===== config.mk =====
export PLATFORM = sky130hd
export DESIGN_NAME = salru_ctrl
export DESIGN_NICKNAME = d
export VERILOG_FILES = /design/src/sv/salru_pkg.sv /design/src/sv/salru_ctrl.sv
export SDC_FILE = /design/constraint.sdc
export NUM_CORES = 1
export LEC_CHECK = 0
export BUFFER_PORTS_ARGS = -buffer_cell sky130_fd_sc_hd__buf_4
export CORE_AREA = 2 2 39 41
export DETAILED_ROUTE_END_ITERATION = 8
export DIE_AREA = 0 0 41 43
export PLACE_DENSITY = 0.45
export RECOVER_POWER = 25
export SETUP_SLACK_MARGIN = 0.02
export SYNTH_ARGS = -nofsm -noshare
export SYNTH_HDL_FRONTEND = slang
export SYNTH_SLANG_ARGS = --single-unit

===== constraint.sdc =====
create_clock -name clk -period 2.1 [get_ports clk]
set_input_delay 0.21 -clock clk [delete_from_list [all_inputs] [get_ports clk]]
set_output_delay 0.21 -clock clk [all_outputs]
set_load 0.03 [all_outputs]

===== src/sv/salru_pkg.sv =====
// Shared types and constants of the set-associative cache tag store.
`timescale 1ns / 1ps

package salru_pkg;

  // Default geometry handed to the top-level parameters.
  localparam int DEF_MAX_WAYS       = 16;
  localparam int DEF_MAX_SETS       = 1024;
  localparam int DEF_LINE_ADDR_BITS = 26;

  // Fixed field widths.
  localparam int STAMP_W   = 32;
  localparam int CNT_W     = 32;
  localparam int VWAY_W    = 4;
  localparam int WAYS_CFG_W = 5;
  localparam int IDXB_CFG_W = 4;
  localparam int CFG_W     = 5;
  localparam int CFG_IDX_W = 1;
  localparam int IB_W      = 5;

  // Configuration register indexes.
  localparam logic [CFG_IDX_W-1:0] REG_WAYS_IN_USE    = 1'd0;
  localparam logic [CFG_IDX_W-1:0] REG_SET_INDEX_BITS = 1'd1;

  // Configuration reset values.
  localparam logic [WAYS_CFG_W-1:0] WAYS_RESET = 5'd16;
  localparam logic [IDXB_CFG_W-1:0] IDXB_RESET = 4'd10;

  // Request operation codes.
  localparam logic OP_LOOKUP  = 1'b0;
  localparam logic OP_INSTALL = 1'b1;

  // Controller states.
  typedef enum logic [1:0] {
    ST_CLEAR,
    ST_IDLE,
    ST_EVAL,
    ST_COMMIT
  } state_t;

  // Commands from the controller to the datapath.
  typedef struct packed {
    logic clear;   // write one zero row of the tag memory
    logic accept;  // latch the request word and read its set
    logic eval;    // register tag compare and partial LRU search
    logic commit;  // update the set, the counters and the result
  } cmd_t;

  // Status from the datapath to the controller.
  typedef struct packed {
    logic clear_last;  // the clearing pass is on its last row
    logic out_free;    // the result register can take a new word
  } status_t;

endpackage


===== src/sv/salru_ctrl.sv =====
// Controller state machine of the cache tag store.
`timescale 1ns / 1ps

module salru_ctrl (
  input  logic              clk,
  input  logic              rst,
  input  logic              in_valid,
  output logic              in_ready,
  input  salru_pkg::status_t status,
  output salru_pkg::cmd_t    cmd
);
  import salru_pkg::*;

  state_t state;
  state_t state_next;

  // State register; reset starts the clearing pass.
  always_ff @(posedge clk) begin
    if (rst) begin
      state <= ST_CLEAR;
    end else begin
      state <= state_next;
    end
  end

  // Next state and commands.
  always_comb begin
    state_next = state;
    cmd        = '0;
    in_ready   = 1'b0;
    case (state)
      ST_CLEAR: begin
        cmd.clear = 1'b1;
        if (status.clear_last) begin
          state_next = ST_IDLE;
        end
      end
      ST_IDLE: begin
        in_ready   = 1'b1;
        cmd.accept = in_valid;
        if (in_valid) begin
          state_next = ST_EVAL;
        end
      end
      ST_EVAL: begin
        cmd.eval   = 1'b1;
        state_next = ST_COMMIT;
      end
      ST_COMMIT: begin
        if (status.out_free) begin
          cmd.commit = 1'b1;
          state_next = ST_IDLE;
        end
      end
      default: begin
        state_next = ST_CLEAR;
      end
    endcase
  end

endmodule


==> flow_metrics.py <==
metrics = {
    "clocking": {
        "postCtsSetupBuffers": 0,
        "root_buffer": "clkbuf_4",
        "cts_made_buffers": 3,
        "clk_latency_ns": 0.22,
        "hold_buffers": 0,
        "h-tree-depth": 1,
        "clk_path_buf_depth": 2,
        "cts_resized": 0,
        "clock_sinks": 2,
        "cts_tree": "yes",
        "clk_pin_slew_ns": 0.03,
    },
    "status": {
        "status": "finished, final reports clean",
    },
    "detailed_routing": {
        "viasPerCell": 3.35,
        "ant_nets": 0,
        "drc": 0,
        "wl_per_cell_um": 6.92,
        "routed_wl_um": 339,
        "drtIter0Drc": 2,
        "vias": 164,
        "dr.pass1.iters": 4,
    },
    "flow_run": {
        "drv_cap": 0,
    },
    "yosys": {
        "yosysWarnings": 0,
        "ys_seq_elements": 2,
        "syn-cell-area_sq_um": 188,
        "ys_seq_area_frac": 0.213,
        "synth.avg_cell_area_sq_um": 8.94,
        "synth_top_area_share": 0.333,
        "synth_cell_types": 11,
        "synth_area_leader_cell": "ha_1",
        "synth_area_leaders": "ha_1, dfxtp_1, inv_1",
        "syn_inst": 21,
        "syn_nets": 31,
    },
    "timing": {
        "rsz0062_at_grt": "false",
        "worstMarginPinSlew_ns": 0.446,
        "fmax_mhz": 620,
        "slew_headroom": 0.703,
        "finalClockSkew_ns": 0.00698,
        "finalSetupViolations": 0,
        "hold_viol": 0,
        "maxSlewViolCount": 0,
        "fin_setup_tns_ns": 0,
        "min_period_over_period": 0.768,
        "min_period_ns": 1.61,
    },
    "critical_path": {
        "cp-end-kind": "flip-flop",
        "cp_max_fo": 4,
        "r2r_slack_ns": 0.49,
        "r2r_end": "state[0]",
        "worst_ep_required_time_ns": 2.20,
        "critPathKind": "flip-flop to flip-flop",
        "rr_startpoint": "state[1]",
        "worst-r2r-cell-count": 4,
        "crit_arrival_ns": 1.72,
        "critPathLaunchType": "flip-flop",
    },
    "layout": {
        "area_growth_pct": 56.7,
        "largest_reg_flops": 2,
        "num_antenna_cells": 0,
        "layout-drive-gt1-share": 0.394,
        "reg_top3": "state (2)",
        "final_net_count": 45,
        "top_register": "state",
    },
    "die": {
        "std_cell_rows": 14,
        "start_util": 0.136,
        "chipHeight_um": 43,
        "core_area_sq_um": 1380,
        "die_w_um": 41,
        "die-area_sq_um": 1760,
        "pin_count": 10,
    },
    "pwr": {
        "switching_share": 0.431,
        "p_int_w": 0.000193,
        "power_frac_comb": 0.560,
        "p_seq_frac": 0.195,
        "finalPower_w": 0.000339,
        "vdd_drop_max_v": 0.000624,
        "clkPwrFrac": 0.245,
        "p_per_area_nw_per_um2": 1150,
        "power.leakage_nw": 0.152,
        "switchingPower_w": 0.000146,
    },
    "global_routing": {
        "grt_first_pass_wirelength_um": 510,
        "antenna_found_initial": 0,
        "grt_pass1_vias": 131,
        "track_usage": 0.0471,
        "grt_max_degree": 5,
        "grt_overflow": 0,
    },
    "min_path": {
        "hold_path.class": "primary input to flip-flop",
        "whs_endpoint": "state[1]",
        "holdCritStartpoint": "rst",
        "worstHoldPathCells": 3,
    },
    "place": {
        "dp_hpwl_um": 274,
        "place.gp.congestion": 0.614,
        "place.port_buffers": 9,
    },
}
-- stage by stage --
step | instance area [sq um] | setup WS [ns] | hold slack, ns | cells | util
6_report | 294 | 0.487 | 0.291 | 49 | 0.212
3_5_place_dp | 275 | 0.459 | 0.519 | 46 | 0.199
5_1_grt | 294 | 0.347 | 0.307 | 49 | 0.212
2_1_floorplan | 188 | 0.425 | 0.390 | 21 | -
4_1_cts | 298 | 0.464 | 0.288 | 49 | 0.215
3_3_place_gp | 275 | 0.453 | 0.524 | 46 | 0.199
-- cell families after synthesis --
logic type,Yosys count,share of synthesized area
compound gates,1,0.0533
fa+ha+maj,5,0.333
buf+inv,5,0.107
flops,2,0.213
mux,2,0.113
simple gates,6,0.180
-- power groups by stage --
stage          sequential [W]   clock, W  combinational, W
4_1_cts             0.0000662  0.0000879          0.000196
6_report            0.0000660  0.0000829          0.000190
2_1_floorplan       0.0000630          0          0.000143
5_1_grt             0.0000682  0.0000939          0.000211
3_3_place_gp        0.0000673          0          0.000199
3_5_place_dp        0.0000667          0          0.000196
-- worst max path at each step --
stage              from  slack, ns       end
2_1_floorplan  state[0]       0.43  state[0]
3_3_place_gp   state[1]       0.45  state[0]
3_5_place_dp   state[1]       0.46  state[0]
4_1_cts        state[1]       0.46  state[0]
5_1_grt        state[1]       0.35  state[0]
6_report       state[1]       0.49  state[0]
-- area by class of cell --
| type | instances | area, sq um |
|---|---|---|
| clock buffers | 3 | 22.5 |
| fillers | 157 | 1090 |
| flip-flops and latches | 2 | 40.0 |
| well taps | 16 | 20.0 |
| multi-input cells | 14 | 128 |
| repair buffers | 9 | 63.8 |
| inverters | 5 | 20.0 |
-- synth_stat cells (all sizes together) --
library cell,count
a222oi,1
and2,2
clkinvlp,1
dfxtp,2
ha,5
inv,4
mux2,1
mux2i,1
nand2b,2
nor2,2
-- worst max-delay path: stages (launching register included) --
cell and delay [ns]:
dfxtp_1 0.37, inv_1 0.10, ha_1 0.21, a222oi_1 0.46, mux2_1 0.36
-- layout by cell type, fill, tap and decap left out --
cell / n
ha_1: 5
and2_1: 1
clkbuf_1: 1
inv_1: 4
mux2i_1: 1
nor2_1: 2
mux2_1: 1
clkinvlp_2: 1
nand2b_1: 2
dfxtp_1: 2
and2_2: 1
clkbuf_4: 3
a222oi_1: 1
buf_4: 8
-- routing by layer --
metal  vias to the layer above  GRT usage  routed length [um]
met4                         0     0.0400                   0
met1                        63     0.0671                 164
li1                         90          -                   -
met2                        11     0.0344                 111
met3                         0     0.0471                  63
met5                         -          0                   0
Power figures use the tool's default switching activity.
